==> src/rtl/gsc_pkg.sv <==
package gsc_pkg;

    // Default buffer depth in entries
    localparam int unsigned CAPTURE_DEPTH_DEFAULT = 16384;

    // Result phase codes
    localparam logic [1:0] PHASE_IDLE  = 2'd0;
    localparam logic [1:0] PHASE_ARMED = 2'd1;
    localparam logic [1:0] PHASE_FULL  = 2'd2;

    // Fault codes
    localparam logic [1:0] FAULT_NONE   = 2'd0;
    localparam logic [1:0] FAULT_RATE   = 2'd1;
    localparam logic [1:0] FAULT_LAYOUT = 2'd2;

    typedef enum logic [1:0] {
        ACT_ARM     = 2'd0,
        ACT_SAMPLE  = 2'd1,
        ACT_RELEASE = 2'd2,
        ACT_READ    = 2'd3
    } gsc_action_t;

    typedef enum logic [1:0] {
        REG_WANTED_EPOCH   = 2'd0,
        REG_EXPECTED_RATE  = 2'd1,
        REG_WANTED_SAMPLES = 2'd2,
        REG_SETTLE_SAMPLES = 2'd3
    } gsc_reg_t;

    typedef struct packed {
        logic [1:0]  action;
        logic [31:0] chunk_epoch;
        logic [23:0] chunk_rate;
        logic        two_channels;
        logic [47:0] sample_index;
        logic [31:0] in_phase;
        logic [31:0] quadrature;
        logic [13:0] read_address;
    } gsc_in_t;

    typedef struct packed {
        logic [1:0]  phase;
        logic [14:0] filled_count;
        logic [47:0] first_index;
        logic [1:0]  fault;
        logic [23:0] fault_rate;
        logic [31:0] read_in_phase;
        logic [31:0] read_quadrature;
        logic        complete;
    } gsc_out_t;

    typedef struct packed {
        logic [31:0] wanted_epoch;
        logic [23:0] expected_rate;
        logic [14:0] wanted_samples;
        logic [15:0] settle_samples;
    } gsc_cfg_t;

    typedef struct packed {
        logic [1:0]  phase;
        logic [14:0] filled_count;
        logic [47:0] first_index;
        logic [1:0]  fault;
        logic [23:0] fault_rate;
        logic        complete;
    } gsc_status_t;

    typedef struct packed {
        logic        wr_en;
        logic [14:0] wr_index;
        logic [63:0] wr_word;
        logic        rd_en;
        logic [13:0] rd_address;
    } gsc_mem_req_t;

endpackage

==> src/rtl/gsc_ctrl.sv <==
module gsc_ctrl #(
    parameter int unsigned CAPTURE_DEPTH = gsc_pkg::CAPTURE_DEPTH_DEFAULT
) (
    input  logic                   aclk,
    input  logic                   aresetn,
    input  logic                   step,
    input  gsc_pkg::gsc_in_t       item,
    input  gsc_pkg::gsc_cfg_t      cfg,
    output gsc_pkg::gsc_status_t   status,
    output gsc_pkg::gsc_mem_req_t  mem_req
);
    import gsc_pkg::*;

    localparam int unsigned DEPTH_CAP = (CAPTURE_DEPTH > 32767) ? 32767 : CAPTURE_DEPTH;
    localparam logic [14:0] GOAL_MAX  = 15'(DEPTH_CAP);

    typedef enum logic [2:0] {
        ST_IDLE  = 3'b001,
        ST_ARMED = 3'b010,
        ST_FULL  = 3'b100
    } gsc_state_t;

    gsc_state_t  state_reg,    state_next;
    logic [15:0] settle_reg,   settle_next;
    logic [14:0] count_reg,    count_next;
    logic [47:0] first_reg,    first_next;
    logic [1:0]  fault_reg,    fault_next;
    logic [23:0] bad_rate_reg, bad_rate_next;
    logic        complete_reg, complete_next;
    logic [14:0] goal;
    logic [1:0]  phase_code;

    // wanted count clamps to the buffer depth
    assign goal = (cfg.wanted_samples > GOAL_MAX) ? GOAL_MAX : cfg.wanted_samples;

    always_comb begin
        state_next    = state_reg;
        settle_next   = settle_reg;
        count_next    = count_reg;
        first_next    = first_reg;
        fault_next    = fault_reg;
        bad_rate_next = bad_rate_reg;

        mem_req.wr_en      = 1'b0;
        mem_req.wr_index   = count_reg;
        mem_req.wr_word    = {item.in_phase, item.quadrature};
        mem_req.rd_en      = 1'b0;
        mem_req.rd_address = item.read_address;

        unique case (gsc_action_t'(item.action))
            ACT_ARM: begin
                state_next    = ST_ARMED;
                settle_next   = cfg.settle_samples;
                count_next    = '0;
                first_next    = '0;
                fault_next    = FAULT_NONE;
                bad_rate_next = '0;
            end
            ACT_SAMPLE: begin
                // stale epochs and samples outside armed are dropped
                if (state_reg == ST_ARMED && item.chunk_epoch >= cfg.wanted_epoch) begin
                    if (item.chunk_rate != cfg.expected_rate) begin
                        fault_next    = FAULT_RATE;
                        bad_rate_next = item.chunk_rate;
                        state_next    = ST_FULL;
                    end else if (!item.two_channels) begin
                        fault_next    = FAULT_LAYOUT;
                        bad_rate_next = '0;
                        state_next    = ST_FULL;
                    end else begin
                        if (settle_reg != 16'd0) begin
                            settle_next = settle_reg - 16'd1;
                        end else if (count_reg < goal) begin
                            if (count_reg == 15'd0) begin
                                first_next = item.sample_index;
                            end
                            mem_req.wr_en = 1'b1;
                            count_next    = count_reg + 15'd1;
                        end
                        if (count_next >= goal) begin
                            state_next = ST_FULL;
                        end
                    end
                end
            end
            ACT_RELEASE: begin
                state_next = ST_IDLE;
            end
            ACT_READ: begin
                mem_req.rd_en = 1'b1;
            end
            default: begin
                state_next = state_reg;
            end
        endcase

        complete_next = (state_next == ST_FULL) && (fault_next == FAULT_NONE)
                        && (count_next >= goal);
    end

    always_ff @(posedge aclk) begin
        if (!aresetn) begin
            state_reg    <= ST_IDLE;
            settle_reg   <= '0;
            count_reg    <= '0;
            first_reg    <= '0;
            fault_reg    <= FAULT_NONE;
            bad_rate_reg <= '0;
            complete_reg <= 1'b0;
        end else if (step) begin
            state_reg    <= state_next;
            settle_reg   <= settle_next;
            count_reg    <= count_next;
            first_reg    <= first_next;
            fault_reg    <= fault_next;
            bad_rate_reg <= bad_rate_next;
            complete_reg <= complete_next;
        end
    end

    always_comb begin
        unique case (state_reg)
            ST_IDLE:  phase_code = PHASE_IDLE;
            ST_ARMED: phase_code = PHASE_ARMED;
            ST_FULL:  phase_code = PHASE_FULL;
            default:  phase_code = PHASE_IDLE;
        endcase
    end

    assign status.phase        = phase_code;
    assign status.filled_count = count_reg;
    assign status.first_index  = first_reg;
    assign status.fault        = fault_reg;
    assign status.fault_rate   = bad_rate_reg;
    assign status.complete     = complete_reg;

endmodule

==> config.mk <==
export PLATFORM = sky130hd
export DESIGN_NAME = gsc_ctrl
export DESIGN_NICKNAME = d
export VERILOG_FILES = /design/src/rtl/gsc_pkg.sv /design/src/rtl/gsc_ctrl.sv
export SDC_FILE = /design/constraint.sdc
export NUM_CORES = 1
export LEC_CHECK = 0
export BUFFER_PORTS_ARGS = -buffer_cell sky130_fd_sc_hd__buf_2
export CAP_MARGIN = 15
export CORE_AREA = 2 2 177 179
export CTS_CLUSTER_DIAMETER = 30
export DETAILED_ROUTE_END_ITERATION = 12
export DIE_AREA = 0 0 179 181
export MAX_ROUTING_LAYER = met4
export PLACE_DENSITY_LB_ADDON = 0.05
export SETUP_SLACK_MARGIN = 0.5
export SLEW_MARGIN = 10
export SYNTH_ARGS = -nofsm -noshare
export SYNTH_HDL_FRONTEND = slang
export SYNTH_SLANG_ARGS = --single-unit
==> constraint.sdc <==
create_clock -name aclk -period 5.05 [get_ports aclk]
set_input_delay 0.7575 -clock aclk [delete_from_list [all_inputs] [get_ports aclk]]
set_output_delay 0.7575 -clock aclk [all_outputs]
set_load 0.02 [all_outputs]
== Yosys cells after proc, flatten, opt, wreduce, memory -nomap -nowiden ==
Cells that the tools add are included.

* Register bits after elaboration: 109
* Output and inout port bits: 187
* Word-level logic and storage cells: 84

* $add $sub $neg: 2
* $lt $le $gt $ge: 5
* Eq/ne operators: 15
* Muxes and demuxes: 44
* Reductions and logical operators: 11

{| class="wikitable"
|+ Operators by type and width
! kind !! number
|-
| $mux 48 || 6
|-
| $mux 15 || 10
|-
| $pmux 48 s2 || 1
|-
| $mux 24 || 3
|-
| $mux 16 || 4
|-
| $pmux 24 s2 || 1
|-
| $ge 32x32->1 || 1
|-
| $pmux 16 s2 || 1
|-
| $ge 15x15->1 || 2
|-
| $pmux 15 s2 || 1
|-
| $ne 24x24->1 || 1
|-
| $reduce_bool 16->1 || 1
|-
| $sub 16x1->16 const B || 1
|-
| $add 15x1->15 const B || 1
|-
| $gt 15x15->1 const B || 1
|-
| $logic_not 15->1 || 1
|-
| $lt 15x15->1 || 1
|-
| $ne 2x2->1 const B || 7
|-
| $mux 3 || 4
|-
| $pmux 3 s3 || 1
|-
| $pmux 2 s2 || 2
|-
| $reduce_and 8->1 || 1
|-
| $mux 1 || 7
|-
| $eq 3x3->1 const B || 2
|-
| other kinds (10) || 16
|}

== Logic depth before layout (Yosys ltp) ==
* Word-level depth: 18
* Mapped depth: 22
* Depth with buffers taken out: 21

== Least setup slack after synthesis ==
OpenSTA, ideal clock, no wires.

* Path type: input to register
* Start: input port cfg[30] in the netlist's numbering
* End: register complete_reg
* Setup time: 0.132 ns
* Arrival time: 4.466 ns
* Data required time: 4.918 ns
* Setup slack: 0.452 ns
* Stages: 20
* Path buffers: 2
* Cell sequence: inv_1 > clkbuf_1 > nand2_1 > ha_1 > a21oi_1 > o21ai_0 > nor3_1 > a21oi_1 > or4b_1 > buf_2 > xnor2_1 > ha_1 > nand2b_1 > a211oi_1 > nor3_1 > o41ai_1 > a21oi_1 > o311a_1 > o221ai_1 > o22ai_1

* Word-level cells in the longest chain between the ends: 18

{| class="wikitable"
|+ RTL lines
! element !! RTL line !! text
|-
| start: declaration || gsc_ctrl.sv:8 || <nowiki>input gsc_pkg::gsc_cfg_t cfg,</nowiki>
|-
| $gt 15x15->1 || gsc_ctrl.sv:34 || <nowiki>assign goal = (cfg.wanted_samples > GOAL_MAX) ? GOAL_MAX : cfg.wanted_samples;</nowiki>
|-
| $mux 15 * || gsc_ctrl.sv:34 ||
|-
| $lt 15x15->1 || gsc_ctrl.sv:73 || <nowiki>end else if (count_reg < goal) begin</nowiki>
|-
| $mux 15 || gsc_ctrl.sv:73 ||
|-
| $mux 15 || gsc_ctrl.sv:71 || <nowiki>if (settle_reg != 16'd0) begin</nowiki>
|-
| $mux 15 || gsc_ctrl.sv:66 || <nowiki>end else if (!item.two_channels) begin</nowiki>
|-
| $mux 15 || gsc_ctrl.sv:62 || <nowiki>if (item.chunk_rate != cfg.expected_rate) begin</nowiki>
|-
| $mux 15 || gsc_ctrl.sv:61 || <nowiki>if (state_reg == ST_ARMED && item.chunk_epoch >= cfg.wanted_epoch) begin</nowiki>
|-
| [2 not listed] || -- ||
|-
| $mux 3 || gsc_ctrl.sv:80 || <nowiki>if (count_next >= goal) begin</nowiki>
|-
| $mux 3 || gsc_ctrl.sv:66 ||
|-
| $mux 3 || gsc_ctrl.sv:62 ||
|-
| $mux 3 || gsc_ctrl.sv:61 ||
|-
| $pmux 3 s3 || gsc_ctrl.sv:50 || <nowiki>unique case (gsc_action_t'(item.action))</nowiki>
|-
| $eq 3x3->1 || gsc_ctrl.sv:97 || <nowiki>complete_next = (state_next == ST_FULL) && (fault_next == FAULT_NONE)</nowiki>
|-
| $logic_and 1x1->1 || gsc_ctrl.sv:97 ||
|-
| $logic_and 1x1->1 * || gsc_ctrl.sv:98 || <nowiki>&& (count_next >= goal);</nowiki>
|-
| end signal: assignment || gsc_ctrl.sv:117 || <nowiki>complete_reg <= complete_next;</nowiki>
|-
| end: declaration || gsc_ctrl.sv:29 || <nowiki>logic complete_reg, complete_next;</nowiki>
|}

Mark *: on every way between the ends. The rest lies on a longest branch, timed or not. The select of a mux whose other input is x is not followed.
A chain may end at the register's enable or synchronous reset.

== Worst setup path after layout ==
* Start: input port cfg[28] in the netlist's numbering
* End: register complete_reg

Same word-level chain as after synthesis.

==> run_results.csv <==
group,metric,value,unit
run_status,outcome,"completed",
finish,syn_to_final_growth,25.1,%
floorplanning,pin_count,462,
clocking,clkTransAtPathRegs,0.08,ns
finish,finalInstanceArea,9990,um^2
power_and_ir_drop,ir_worst_vdd,0.000131,V
grt,grt_max_degree,74,
drt,wl_per_cell,17.9,um
job,cap_violations,0,
yosys,ys_dominant_reg_cell,"dfxtp_1",
power_and_ir_drop,seq_power_share,42.6,%
grt,antenna_found_initial,4,
drt,wl_met2,14.4,mm
grt,grt_overflow,0,
critical_path,crit_arrival,4.77,ns
finish,nNetsFinal,1552,
critical_path,worstSetupStartpointType,"input port",
floorplanning,start_util,26.3,%
drt,firstDrtPassIters,4,
sta,setup_tns,0,ns
drt,wirelength,28.7,mm
yosys,synth.avg_cell_area,8.25,um^2
yosys,synth_cells,968,
clocking,h-tree-depth,3,
drt,drt_iter0_markers,344,
yosys,ys_ff_latch,109,
yosys,ys_top_cells_by_area,"dfxtp_1, ha_1, buf_4",
sta,finalCritPeriodShare,89.7,%
hold_path,min_path_cells,2,
sta,rsz0062_at_grt,"true",
critical_path,worstReg2RegEnd,"complete_reg",
critical_path,worstPathMaxFanout,3,
drt,drt.antenna.violating_nets,0,
power_and_ir_drop,intPower,1.45,mW
drt,drc,0,
sta,max_freq,221,MHz
placement,dp_slack,-0.0783,ns
hold_path,hp-class,"reg -> reg",
finish,instances_no_fill,1602,
drt,route.met3.wl,1.29,mm
critical_path,critical_path_required,5.29,ns
sta,relSlewSlack,29.2,%
placement,dp.cells,1579,
yosys,synth-edff-count,0,
sta,final-setup-viol-count,0,
hold_path,min-delay-start,"bad_rate_reg[0]",
critical_path,cp-end-kind,"flip-flop",
sta,hold_violations,0,
placement,dpl-instance-area,9490,um^2
floorplanning,fp.dieH,181,um
power_and_ir_drop,swShare,29.9,%
grt,grt_pass1_wl,43.5,mm
critical_path,timing.rr.start,"settle_reg[0]",
sta,hold_ws,0.458,ns
critical_path,worst-r2r-setup-slack,0.83,ns
power_and_ir_drop,switchingPower,0.616,mW
power_and_ir_drop,power_leakage,4.88,nW
floorplanning,core_area,30300,um^2
drt,wl_met1,12.5,mm
yosys,ys_types,71,
drt,viasPerCell,4.80,
finish,largest_reg_flops,48,
drt,vias,7696,
power_and_ir_drop,comb_power_share,20.0,%
sta,period_needed,4.53,ns
floorplanning,num_rows,64,
hold_path,hold_path_end,"bad_rate_reg[0]",
yosys,yosysTopAreaCell,"dfxtp_1",
power_and_ir_drop,powerDensity,206,nW/um^2
clocking,clock_path_buffers,2,
sta,slew_violations,0,
sta,setup_slack,0.519,ns
grt,grt_pass1_vias,7671,
clocking,cts-buffers-inserted,9,
floorplanning,dieArea,32400,um^2
clocking,cts.sinks,109,
floorplanning,die_w,179,um
clocking,ctsHoldBuffers,0,
yosys,netlist_area,7980,um^2
yosys,post-synth-top-count-cell,"dfxtp_1",
critical_path,crit_type,"in -> reg",
placement,hpwl,22.6,mm
yosys,synth-seq-area-share,27.3,%
clocking,cts_tree,"done",
yosys,synth.net_count,1322,
sta,tightest_slew,1.06,ns
finish,drive_gt1_share,34.6,%
sta,finClkSkew,0.00978,ns
clocking,cts_root_buf,"clkbuf_16",
yosys,synth_commonest_cells,"dfxtp_1, nand2_1, buf_4, ha_1, nor2_1",
drt,routed.top_layer,"met4",
yosys,yosysWarnings,0,
yosys,ys_async_sr_fraction,0,%
yosys,synth_top_area_share,27.3,%
grt,grt_usage,17.8,%
critical_path,ff2ff_path_depth,20,
clocking,clock_latency,0.36,ns
placement,gp_congestion,0.811,
placement,io_buffers,305,
power_and_ir_drop,pwr-share-clk,37.4,%
[power groups by stage]
| stage | Clock, mW | Sequential (mW) | Combinational, mW |
|---|---|---|---|
| after floorplan | 0 | 0.900 | 0.311 |
| after global placement | 0 | 0.898 | 0.406 |
| after global routing | 0.833 | 0.879 | 0.463 |
| final | 0.771 | 0.878 | 0.413 |
| after CTS | 0.806 | 0.877 | 0.412 |
| after detailed placement | 0 | 0.897 | 0.405 |
[repair_timing]
action	CTS	global route
buffers inserted	0	4
gates resized for setup	12	18
endpoints found under the setup margin	3	3
pin swaps	6	13
[cell type report]
cell class / count / area (um^2)
inverters: 50 / 188
well taps: 396 / 495
repair buffers: 364 / 2000
clock inverters: 6 / 82.6
diodes: 4 / 10.0
flip-flops and latches: 109 / 2180
multi-input cells: 664 / 4810
clock buffers: 9 / 225
fillers: 3327 / 20400
[per-stage QoR]
stage	utilization (%)	power (mW)
3_3_place_gp	31.3	1.30
3_5_place_dp	31.3	1.30
6_report	32.9	2.06
5_1_grt	32.9	2.17
2_1_floorplan	-	1.21
4_1_cts	32.5	2.10
[how the worst max path moves through the flow]
stage          cells past startpoint  startpoint      endpoint
2_1_floorplan                     20     cfg[25]  complete_reg
3_3_place_gp                      21     cfg[25]  complete_reg
3_5_place_dp                      21     cfg[25]  complete_reg
4_1_cts                           21     cfg[25]  complete_reg
5_1_grt                           21     cfg[28]  complete_reg
6_report                          21     cfg[28]  complete_reg
[placed cells by master, fill, tap and decap left out, types with 5 or more instances in the layout]
master and count:
o32ai_1 5, inv_1 50, a22o_1 48, mux2i_1 26, xnor2_1 16, a21o_1 11
nand2b_1 5, nand2_1 97, nor2_1 50, and3_1 10, o31ai_1 14, buf_2 303
o221a_2 6, xor2_1 19, dfxtp_1 109, a31oi_1 12, o311ai_0 5, nor2b_1 5
o21a_1 7, ha_1 77, o21ai_0 32, clkbuf_16 9, o22ai_1 5, buf_4 57
nand3_1 42, nor3_1 23, nor4_1 12, a21oi_1 40, nand4_1 18
[layer usage]
layer,up-vias,track usage [%]
met5,-,-
met4,0,5.11
met3,47,2.99
met2,202,29.7
met1,3573,21.9
li1,3874,-
[worst max-delay path, stage by stage]
cell      delay, ns
buf_6          0.10
nor4_4         0.26
buf_4          0.15
a41o_1         0.18
nand2_2        0.09
ha_4           0.16
a211oi_2       0.21
nor2_1         0.08
nor3_2         0.20
a21oi_2        0.11
or4b_4         0.54
mux2i_2        0.22
inv_1          0.07
ha_1           0.30
a211oi_2       0.25
nor3_2         0.08
o41ai_2        0.26
a21oi_2        0.12
o311a_1        0.36
o221ai_2       0.18
o22ai_1        0.10
[logic make-up (layout without fill, tap and decap cells)]
kind of cell               count (synthesis)  after routing  synth area share (%)
muxes                                     27             27                  3.39
and+or+nand+nor                          290            290                  17.7
xor gates and xnor gates                  37             37                  4.06
buffers and inverters                    195            429                  14.4
adders and majority gates                 79             79                  12.4
other                                      0              4                     0
DFF                                      109            109                  27.3
AOI/OAI and AO/OA                        231            231                  20.7
(Power assumes the default switching activity.)
