## config.mk

```make
export PLATFORM = sky130hd
export DESIGN_NAME = gsc_cfg_regs
export DESIGN_NICKNAME = d
export VERILOG_FILES = /design/src/rtl/gsc_pkg.sv /design/src/rtl/gsc_cfg_regs.sv
export SDC_FILE = /design/constraint.sdc
export NUM_CORES = 1
export LEC_CHECK = 0
export ABC_AREA = 1
export BUFFER_PORTS_ARGS = -buffer_cell sky130_fd_sc_hd__buf_2
export CORE_MARGIN = 8
export CORE_UTILIZATION = 45
export CTS_CLUSTER_SIZE = 8
export DETAILED_ROUTE_END_ITERATION = 10
export GPL_ROUTABILITY_DRIVEN = 1
export GPL_TIMING_DRIVEN = 0
export PLACE_DENSITY = 0.75
export SYNTH_ARGS = -nofsm -noshare
export SYNTH_HDL_FRONTEND = slang
export SYNTH_SLANG_ARGS = --single-unit
```

## constraint.sdc

```tcl
create_clock -name aclk -period 0.9 [get_ports aclk]
set_input_delay 0.09 -clock aclk [delete_from_list [all_inputs] [get_ports aclk]]
set_output_delay 0.09 -clock aclk [all_outputs]
set_load 0.005 [all_outputs]
```

## src/rtl/gsc_pkg.sv

```systemverilog
package gsc_pkg;

    // Default buffer depth in entries
    localparam int unsigned CAPTURE_DEPTH_DEFAULT = 16384;

    // Result phase codes
    localparam logic [1:0] PHASE_IDLE  = 2'd0;
    localparam logic [1:0] PHASE_ARMED = 2'd1;
    localparam logic [1:0] PHASE_FULL  = 2'd2;

    // Fault codes
    localparam logic [1:0] FAULT_NONE   = 2'd0;
    localparam logic [1:0] FAULT_RATE   = 2'd1;
    localparam logic [1:0] FAULT_LAYOUT = 2'd2;

    typedef enum logic [1:0] {
        ACT_ARM     = 2'd0,
        ACT_SAMPLE  = 2'd1,
        ACT_RELEASE = 2'd2,
        ACT_READ    = 2'd3
    } gsc_action_t;

    typedef enum logic [1:0] {
        REG_WANTED_EPOCH   = 2'd0,
        REG_EXPECTED_RATE  = 2'd1,
        REG_WANTED_SAMPLES = 2'd2,
        REG_SETTLE_SAMPLES = 2'd3
    } gsc_reg_t;

    typedef struct packed {
        logic [1:0]  action;
        logic [31:0] chunk_epoch;
        logic [23:0] chunk_rate;
        logic        two_channels;
        logic [47:0] sample_index;
        logic [31:0] in_phase;
        logic [31:0] quadrature;
        logic [13:0] read_address;
    } gsc_in_t;

    typedef struct packed {
        logic [1:0]  phase;
        logic [14:0] filled_count;
        logic [47:0] first_index;
        logic [1:0]  fault;
        logic [23:0] fault_rate;
        logic [31:0] read_in_phase;
        logic [31:0] read_quadrature;
        logic        complete;
    } gsc_out_t;

    typedef struct packed {
        logic [31:0] wanted_epoch;
        logic [23:0] expected_rate;
        logic [14:0] wanted_samples;
        logic [15:0] settle_samples;
    } gsc_cfg_t;

    typedef struct packed {
        logic [1:0]  phase;
        logic [14:0] filled_count;
        logic [47:0] first_index;
        logic [1:0]  fault;
        logic [23:0] fault_rate;
        logic        complete;
    } gsc_status_t;

    typedef struct packed {
        logic        wr_en;
        logic [14:0] wr_index;
        logic [63:0] wr_word;
        logic        rd_en;
        logic [13:0] rd_address;
    } gsc_mem_req_t;

endpackage

```

## src/rtl/gsc_cfg_regs.sv

```systemverilog
module gsc_cfg_regs (
    input  logic                aclk,
    input  logic                aresetn,
    input  logic                cfg_valid,
    input  gsc_pkg::gsc_reg_t   cfg_index,
    input  logic [31:0]         cfg_data,
    output gsc_pkg::gsc_cfg_t   cfg
);
    import gsc_pkg::*;

    gsc_cfg_t cfg_reg;
    gsc_cfg_t cfg_next;

    always_comb begin
        cfg_next = cfg_reg;
        if (cfg_valid) begin
            unique case (cfg_index)
                REG_WANTED_EPOCH:   cfg_next.wanted_epoch   = cfg_data;
                REG_EXPECTED_RATE:  cfg_next.expected_rate  = cfg_data[23:0];
                REG_WANTED_SAMPLES: cfg_next.wanted_samples = cfg_data[14:0];
                REG_SETTLE_SAMPLES: cfg_next.settle_samples = cfg_data[15:0];
                default:            cfg_next = cfg_reg;
            endcase
        end
    end

    always_ff @(posedge aclk) begin
        if (!aresetn) begin
            cfg_reg.wanted_epoch   <= '0;
            cfg_reg.expected_rate  <= '0;
            cfg_reg.wanted_samples <= 15'd16384;
            cfg_reg.settle_samples <= '0;
        end else begin
            cfg_reg <= cfg_next;
        end
    end

    assign cfg = cfg_reg;

endmodule

```

# Yosys cells after proc, flatten, opt, wreduce, memory -nomap -nowiden
# Cells that the tools add are included.
# classes
eq_ne	3
n_reduce_logical	5
# op_table
op	n
$reduce_and A2 Y1	4
$eq A2 B2 Y1 const B	2
$eq A2 B1 Y1 const B	1
$logic_not A2 Y1	1
# totals
register_bits	87
in_bits	37
output_inout_bits	87
elab_cells	12

# Depth between registers and ports, before layout
# Gate-level depths: netlist of the first run.
# depth
depth_word	2
depth_mapped	6
depth_no_buf	5

# Worst setup path before layout of the first run
# No wires, ideal clock.
# synth_timing
path_type	input to register
startpoint	input port aresetn
endpoint	register cfg_reg, in the netlist cfg[38]
setup_ps	64
t_arrival_ps	764
required_time_ps	836
slack_ps	72
stages	5
path_buffers	3
cell_sequence	buf_2 -> buf_4 -> clkbuf_1 -> nand2_1 -> nor2_1
# synth_lines
item	line_no	rtl
start: declaration	gsc_cfg_regs.sv:3	input logic aresetn,
end signal: assignment	gsc_cfg_regs.sv:34	cfg_reg <= cfg_next;
end: declaration	gsc_cfg_regs.sv:11	gsc_cfg_t cfg_reg;

# Final worst setup path of the first run
# layout_timing
startpoint	register cfg_reg, in the netlist cfg[42]
endpoint	output port cfg[42] (netlist name)
# layout_lines
item	line_no	rtl
end: declaration	gsc_cfg_regs.sv:7	output gsc_pkg::gsc_cfg_t cfg
# No word-level cell between the ends.

==> flow_summary.yaml, run 1 <==
run_status:
  status: "complete, no violations"
final_layout:
  fillers: 732
  n_antenna_cell: 0
  syn_to_final_growth_pct: 39.6
  fin_nets: 743
  postLayoutCellArea_um2: 5160
  layout-drive-gt1-share_pct: 36.6
  largest_reg_flops: 87
clock_tree:
  clk_latency_ps: 340
  clk_path_buf_depth: 2
  tritoncts: "built"
  cts_buffers: 9
  root_buffer: "clkbuf_8"
  clk_pin_slew_worst_paths_ps: 90
  clock-sinks: 87
  htree_levels: 3
route:
  wirelength_mm: 11.0
  vias: 3763
  drt-initial-drc-count: 180
  remaining_drc_errors: 0
  firstDrtPassIters: 4
  drtAntennaViolNets: 0
  routed_via_density: 4.61
  wl_per_cell_um: 13.4
floorplanning:
  die_h_um: 107
  rows: 33
  die-area_um2: 11400
  start_util_pct: 45.7
  core_um2: 8090
  ios: 124
  die_width_um: 107
placement:
  gp_congestion: 0.828
  dpl.hpwl_mm: 8.02
  placed_cell_area_um2: 4440
  portBuffers: 122
global_route:
  track_usage_pct: 18.5
  grt_max_degree: 14
  grt_overflow_total: 0
  grt_pass1_wl_mm: 17.1
  grt_pass1_vias: 3684
  grt_antenna_before_repair: 0
timing:
  tightest_slew_ps: 512
  fin_skew_ps: 0
  rsz0062_at_grt: "true"
  setup_viol: 0
  fmax_ghz: 1.12
  period_share_pct: 98.9
  period_needed_ps: 890
  holdWs_ps: 13.8
  slew_viol_final: 0
  hold_violations: 0
  slew_headroom_pct: 65.9
hold_path:
  min_path_type: "input port to flip-flop"
synthesis:
  yosysTopAreaCellShare_pct: 47.1
  async_flop_share_pct: 0
  syn_area_um2: 3700
  yosysWarnings: 0
  syn-num-nets: 597
  avgSynthCellArea_um2: 6.60
  yosys.area.top_type: "dfxtp_1"
  synth-main-ff-cell: "dfxtp_1"
  yosysMostFrequentCell: "nand2_1"
  ys_seq_area_share_pct: 47.1
  synthTopCellsByArea: "dfxtp_1 47%, nand2_1 14%, nor2_1 14%, inv_1 8.8%, nand3_1 4.5%"
  synth-seq-cells: 87
  ys_types: 15
  synth_top_cells_by_count: "141 x nand2_1, 140 x nor2_1, 87 x dfxtp_1, 87 x inv_1, 33 x nand3_1"
  syn_inst: 560
  synth_edf_count: 0
power_and_ir_drop:
  power.internal_mw: 6.05
  switchingPower_mw: 2.13
  irDropWorstVdd_uv: 914
  power_frac_clock_pct: 32.9
  power.density_nw_per_um2: 1580
  leakage_nw: 2.86
  p_seq_share_pct: 51.6
  p_sw_share_pct: 26.0
  pwr-share-comb_pct: 15.5
setup_path:
  crit_path_cell_trace: "buf_2"
  startpoint_type: "flip-flop"
  crit_fanout: 2
  cp_slowest_cell: "dfxtp_2"
  worstPathArrival_ps: 800
  worstSetupPathType: "flip-flop to output pin"
  cp_top_family: "flip-flops"
  cp_data_required_time_ps: 810
  critPathBufInv: 1
  worst_path_largest_cell_delay_ps: 330
  endpoint_kind: "output pin"
run:
  max_cap_viol_count: 0
-- repair_timing --
action | in CTS | in global routing
hold endpoints to repair | 7 | 0
hold buffers | 7 | 0
pin swaps | 0 | 0
gates resized for setup | 52 | 84
setup buffers | 0 | 6
endpoints found under the setup margin | 52 | 87
gates cloned | 0 | 0
-- path summary, 6_finish.rpt --
kind / start / endpoint / slack (ps) / cells past startpoint
setup / recovery: cfg[42]$_SDFFE_PN0P_ / cfg[42] / 10 / 1
hold / removal: cfg_data[16] / cfg[47]$_SDFFE_PN0P_ / 10 / 3
hold reg to reg: cfg[86]$_SDFFE_PN0P_ / cfg[86]$_SDFFE_PN0P_ / 470 / 2
setup reg to reg: cfg[41]$_SDFFE_PN0P_ / cfg[41]$_SDFFE_PN0P_ / 150 / 5
-- power by group through the flow --
stage | Clock (mW) | Combinational, mW | Sequential [mW]
floorplan | 0 | 0.586 | 4.25
global placement | 0 | 1.07 | 4.23
detailed placement | 0 | 1.10 | 4.24
CTS | 2.71 | 1.12 | 4.17
global route | 2.90 | 1.42 | 4.24
finish | 2.69 | 1.26 | 4.22
-- layout by cell type (no fill, tap or decap), drive strengths merged --
master | netlist | layout
a21oi | 32 | 32
buf | 28 | 156
bufinv | 0 | 1
clkbuf | 6 | 19
clkinv | 0 | 1
clkinvlp | 0 | 1
dfxtp | 87 | 87
dlygate4sd3 | 0 | 7
inv | 88 | 88
nand2 | 141 | 141
nand3 | 36 | 36
nand4 | 1 | 1
nor2 | 141 | 141
-- metrics by stage --
step | instances | util, % | TNS, ps | power [mW] | setup slack (ps)
6_report | 816 | 63.8 | 0 | 8.17 | 9.62
2_1_floorplan | 560 | - | 0 | 4.84 | 71.7
4_1_cts | 810 | 58.9 | -13.7 | 8.01 | -8.21
3_5_place_dp | 787 | 54.9 | -6610 | 5.34 | -169
5_1_grt | 816 | 63.8 | -760 | 8.57 | -22.4
3_3_place_gp | 787 | 54.9 | -5570 | 5.30 | -154
-- metal layers --
metal | global-route usage (%) | up-vias | share of wire, %
met1 | 21.4 | 1707 | 42
met2 | 31.3 | 104 | 49
met3 | 6.36 | 9 | 7.4
li1 | - | 1943 | -
met5 | 0 | - | 0
met4 | 5.93 | 0 | 0.99
-- layout make-up --
class / count / area (µm²) / share of cell area, %
Buffer: 34 / 198 / 3.83
Clock buffer: 13 / 149 / 2.88
Clock inverter: 3 / 42.5 / 0.824
Inverter: 88 / 330 / 6.40
Multi-Input combinational cell: 351 / 1430 / 27.7
Sequential cell: 87 / 1850 / 35.9
Tap cell: 105 / 131 / 2.55
Timing Repair Buffer: 135 / 1030 / 20.0
-- kinds of logic after synthesis --
group,synth area share (%)
AOI/OAI and AO/OA,4.33
and+or+nand+nor,34.3
DFF,47.1
buffers and inverters,14.3
(Power assumes the default switching activity.)
==> inputs of run 2 (changes only) <==
--- a/config.mk
+++ b/config.mk
@@ -13,7 +13,8 @@
 export DETAILED_ROUTE_END_ITERATION = 10
 export GPL_ROUTABILITY_DRIVEN = 1
 export GPL_TIMING_DRIVEN = 0
-export PLACE_DENSITY = 0.75
+export PLACE_DENSITY = 0.85
+export SLEW_MARGIN = 10
 export SYNTH_ARGS = -nofsm -noshare
 export SYNTH_HDL_FRONTEND = slang
 export SYNTH_SLANG_ARGS = --single-unit
==> run 2 against run 1 <==
  * The run now ends with setup timing left
  * Wire length grew 5.2%
  * Flip-flop and latch count is the same
  * Non-clock buffer count stayed put
  * Power increased by 0.66%
  * Critical endpoint is now cfg[29]
  * Largest power group unchanged
==> flow_summary.yaml, run 2 (synthesis results as in run 1) <==
timing:
  period_share_pct: 100
  period_needed_ps: 903
  hold_violations: 0
  fmax_ghz: 1.11
  fin_tns_setup_ps: -4.34
  tightest_slew_ps: 520
  slew_viol_final: 0
  rsz0062_at_grt: "true"
  setup_viol: 3
  setup_ws_ps: -3.02
  fin_skew_ps: 0
  slew_headroom_pct: 65.4
global_route:
  grt_pass1_vias: 3688
  track_usage_pct: 19.2
  grt_antenna_before_repair: 0
  grt_overflow_total: 0
  grt_pass1_wl_mm: 17.6
  grt_max_degree: 14
final_layout:
  final_cell_mix: "141 x nand2_1, 140 x nor2_1, 87 x inv_1, 87 x dfxtp_2, 83 x buf_2"
  largest_reg_flops: 87
  fin_util_pct: 64.5
  syn_to_final_growth_pct: 41.1
  layout_commonest_cell: "nand2_1"
  n_antenna_cell: 0
  fin_nets: 743
  layout-drive-gt1-share_pct: 36.9
  fillers: 710
clock_tree:
  clock-sinks: 87
  root_buffer: "clkbuf_8"
  cts_buffers: 9
  clk_path_buf_depth: 2
  tritoncts: "built"
  clk_pin_slew_worst_paths_ps: 80
  clk_latency_ps: 350
  htree_levels: 3
floorplanning:
  core_um2: 8090
  start_util_pct: 45.7
  die-area_um2: 11400
  rows: 33
  die_width_um: 107
  ios: 124
  die_h_um: 107
power_and_ir_drop:
  irDropWorstVdd_uv: 878
  leakage_nw: 2.88
  power.density_nw_per_um2: 1580
placement:
  dpl.hpwl_mm: 8.43
  gp_congestion: 0.830
  portBuffers: 122
setup_path:
  worst_path_largest_cell_delay_ps: 350
  crit_fanout: 2
  worstSetupPathType: "flip-flop to output pin"
  worstPathArrival_ps: 810
  endpoint_kind: "output pin"
  worst-path-stages: 1
  critPathBufInv: 1
  crit_path_cell_trace: "buf_2"
  cp_slowest_cell: "dfxtp_2"
  startpoint_type: "flip-flop"
  cp_data_required_time_ps: 810
  cp_top_family: "flip-flops"
  worst-r2r-cell-count: 5
run_status:
  status: "complete, but fails checks"
  violations: "setup timing"
hold_path:
  hold_depth: 3
  min_path_type: "input port to flip-flop"
route:
  firstDrtPassIters: 4
  wirelength_mm: 11.5
  drt-initial-drc-count: 145
  routed_via_density: 4.60
  wl_per_cell_um: 14.1
  drtAntennaViolNets: 0
  remaining_drc_errors: 0
  vias: 3751
run:
  max_cap_viol_count: 0
[run 2: cell types whose count changed in the layout (fill, tap and decap cells not counted)]
cell / before / now
dlygate4sd3_1: 7 / 5
clkinvlp_4: 1 / 0
clkbuf_1: 9 / 8
buf_6: 54 / 64
buf_4: 8 / 10
clkinv_4: 0 / 1
buf_2: 93 / 83
[run 2: per-stage QoR]
| step | setup WS, ps | total power [mW] | cells | cell area [µm²] | hold slack [ps] |
|---|---|---|---|---|---|
| after detailed placement | -223 | 5.35 | 787 | 4440 | 357 |
| final | -3.02 | 8.23 | 815 | 5220 | 5.31 |
| after floorplan | 71.7 | 4.84 | 560 | 3700 | 225 |
| after CTS | -12.5 | 8.05 | 808 | 4800 | 1.36 |
| after global routing | -40.3 | 8.62 | 815 | 5220 | 1.48 |
| after global placement | -133 | 5.30 | 787 | 4440 | 339 |
[run 2: power breakdown]
group	leakage, nW	switching, mW	internal (mW)
combinational	2.03	0.684	0.621
clock	0.0964	1.35	1.35
sequential	0.748	0.138	4.09
[run 2: path summary, 6_finish.rpt]
| path | start | endpoint | slack, ps |
|---|---|---|---|
| max | cfg[29]$_SDFFE_PN0P_ | cfg[29] | -3 |
| min | cfg_data[19] | cfg[50]$_SDFFE_PN0P_ | 5 |
| max reg2reg | cfg[32]$_SDFFE_PN0P_ | cfg[32]$_SDFFE_PN0P_ | 110 |
| min reg2reg | cfg[72]$_SDFFE_PN0P_ | cfg[72]$_SDFFE_PN0P_ | 470 |
[run 2: cell type report]
cell class | instances | area (µm²) | area share, %
clock buffer | 12 | 145 | 2.78
buffer | 34 | 198 | 3.79
sequential | 87 | 1850 | 35.5
inverter | 88 | 330 | 6.33
clock inverter | 3 | 43.8 | 0.840
multi-input combinational | 351 | 1430 | 27.4
tap | 105 | 131 | 2.52
timing repair buffer | 135 | 1090 | 20.9
[run 2: per-layer routing]
layer,vias to the layer above,GRT usage (%),part of all wire [%]
met5,-,0,0
met4,0,6.53,2.3
met3,22,5.82,7.1
met2,115,33.3,50
met1,1684,21.8,40
li1,1930,-,-
[run 2: repair_timing]
| action | 4_1_cts | 5_1_grt |
|---|---|---|
| hold buffers | 5 | 0 |
| endpoints found under the setup margin | 59 | 87 |
| gates resized for setup | 65 | 81 |
| endpoints found under the hold margin | 5 | 0 |
| cloned | 0 | 0 |
| buffers inserted | 1 | 7 |
==> inputs of run 3 (changes only) <==
--- a/config.mk
+++ b/config.mk
@@ -11,8 +11,8 @@
 export CORE_UTILIZATION = 45
 export CTS_CLUSTER_SIZE = 8
 export DETAILED_ROUTE_END_ITERATION = 10
-export GPL_ROUTABILITY_DRIVEN = 1
 export GPL_TIMING_DRIVEN = 0
+export HOLD_SLACK_MARGIN = 0.03
 export PLACE_DENSITY = 0.85
 export SLEW_MARGIN = 10
 export SYNTH_ARGS = -nofsm -noshare
==> run 3 against run 2 <==
  * The flow still finishes with violations (setup timing)
  * First-iteration DRC count rose by 28%
  * Non-clock buffer count rose by 10
  * Sequential power barely moved
  * Critical endpoint is now cfg[28]
==> flow_summary.yaml, run 3 (synthesis results as in run 1) <==
setup_path:
  crit_fanout: 2
  cp_slowest_cell: "dfxtp_2"
  r2r-end: "cfg[32]$_SDFFE_PN0P_"
  worst-r2r-cell-count: 5
  timing.rr.start: "cfg[32]$_SDFFE_PN0P_"
  endpoint_kind: "output pin"
  cp_data_required_time_ps: 810
  critPathBufInv: 1
  worstSetupPathType: "flip-flop to output pin"
  crit_path_cell_trace: "buf_2"
  worst_path_largest_cell_delay_ps: 360
  worstPathArrival_ps: 830
  startpoint_type: "flip-flop"
  cp_top_family: "flip-flops"
  rrSetupSlack_ps: 110
final_layout:
  final_cell_mix: "141 x nand2_1, 140 x nor2_1, 87 x inv_1, 87 x dfxtp_2, 83 x buf_2"
  fin_cells: 825
  fin_nets: 753
  n_antenna_cell: 0
  layout_commonest_cell: "nand2_1"
  layout-drive-gt1-share_pct: 36.4
  syn_to_final_growth_pct: 43.8
  fin_util_pct: 65.7
  largest_reg_flops: 87
clock_tree:
  root_buffer: "clkbuf_8"
  clk_path_buf_depth: 2
  clock-sinks: 87
  tritoncts: "built"
  cts_buffers: 9
  htree_levels: 3
  clk_latency_ps: 350
  clk_pin_slew_worst_paths_ps: 90
placement:
  portBuffers: 122
  dp_cells: 787
  gp_congestion: 0.830
  dpl.hpwl_mm: 8.43
timing:
  period_needed_ps: 916
  setup_viol: 3
  slew_headroom_pct: 64.5
  fin_skew_ps: 0
  rsz0062_at_grt: "true"
  hold_violations: 0
  slew_viol_final: 0
  tightest_slew_ps: 533
  setup_ws_ps: -16.3
  holdWs_ps: 35.2
  fmax_ghz: 1.09
  period_share_pct: 102
route:
  drtAntennaViolNets: 0
  wirelength_mm: 12.0
  firstDrtPassIters: 4
  vias: 3836
  drt-initial-drc-count: 186
  wl_per_cell_um: 14.5
  remaining_drc_errors: 0
  routed_via_density: 4.65
global_route:
  grt_pass1_wl_mm: 17.9
  grt_antenna_before_repair: 0
  grt_max_degree: 14
  grt_overflow_total: 0
  grt_pass1_vias: 3765
  track_usage_pct: 19.6
floorplanning:
  start_util_pct: 45.7
  die-area_um2: 11400
  die_width_um: 107
  ios: 124
  die_h_um: 107
  rows: 33
  core_um2: 8090
power_and_ir_drop:
  power.density_nw_per_um2: 1560
  irDropWorstVdd_uv: 863
  leakage_nw: 2.92
run_status:
  status: "complete, but fails checks"
  violations: "setup timing"
run:
  max_cap_viol_count: 0
hold_path:
  min_from: "cfg_data[0]"
  hold_depth: 3
  min_path_type: "input port to flip-flop"
  min_to: "cfg[31]$_SDFFE_PN0P_"
[run 3: how the worst max path moves through the flow]
stage	from	endpoint	slack, ps	cells after the start
6_report	cfg[28]$_SDFFE_PN0P_	cfg[28]	-20	1
5_1_grt	cfg[29]$_SDFFE_PN0P_	cfg[29]	-50	1
4_1_cts	cfg[28]$_SDFFE_PN0P_	cfg[28]	-10	1
3_5_place_dp	aresetn	cfg[46]$_SDFFE_PN0P_	-220	5
3_3_place_gp	aresetn	cfg[39]$_SDFFE_PN0P_	-130	5
2_1_floorplan	aresetn	cfg[38]$_SDFFE_PN0P_	70	5
[run 3: worst min-delay path: cells and delay by family]
kind,cells,cell delay (ps)
buf+inv,1,120
simple gates,2,130
[run 3: metrics by stage]
step | worst slack (ps) | area, µm² | TNS [ps] | total power, mW
2_1_floorplan | 71.7 | 3700 | 0 | 4.84
3_3_place_gp | -133 | 4440 | -5150 | 5.30
3_5_place_dp | -223 | 4440 | -7810 | 5.35
4_1_cts | -12.5 | 4900 | -32.0 | 8.08
5_1_grt | -52.5 | 5320 | -1690 | 8.65
6_report | -16.3 | 5320 | -31.2 | 8.29
[run 3: per-layer routing]
layer / routed length [µm] / global-route usage (%) / vias to the layer above
met4: 309 / 8.44 / 0
met2: 6080 / 34.2 / 137
li1: - / - / 1953
met5: 0 / 0 / -
met3: 829 / 5.58 / 27
met1: 4750 / 21.8 / 1719
[run 3: cell type report]
type                       instances  area (µm²)
buffer                            34         198
clock buffer                      12         145
clock inverter                     3        43.8
fill                             680        2780
inverter                          88         330
multi-input combinational        351        1430
sequential                        87        1850
tap                              105         131
timing repair buffer             145        1190
[run 3: where the power goes]
group	total (mW)	internal [mW]	switching (mW)	leakage, nW
Sequential	4.23	4.09	0.141	0.748
Combinational	1.35	0.650	0.698	2.07
Clock	2.71	1.35	1.36	0.0964
Total	8.29	6.09	2.20	2.92
[run 3: repair_timing]
action,CTS,global route
hold endpoints to repair,20,0
setup endpoints to repair,59,87
gates cloned,0,0
gates resized for setup,65,81
buffers inserted,1,7
hold buffers,15,0
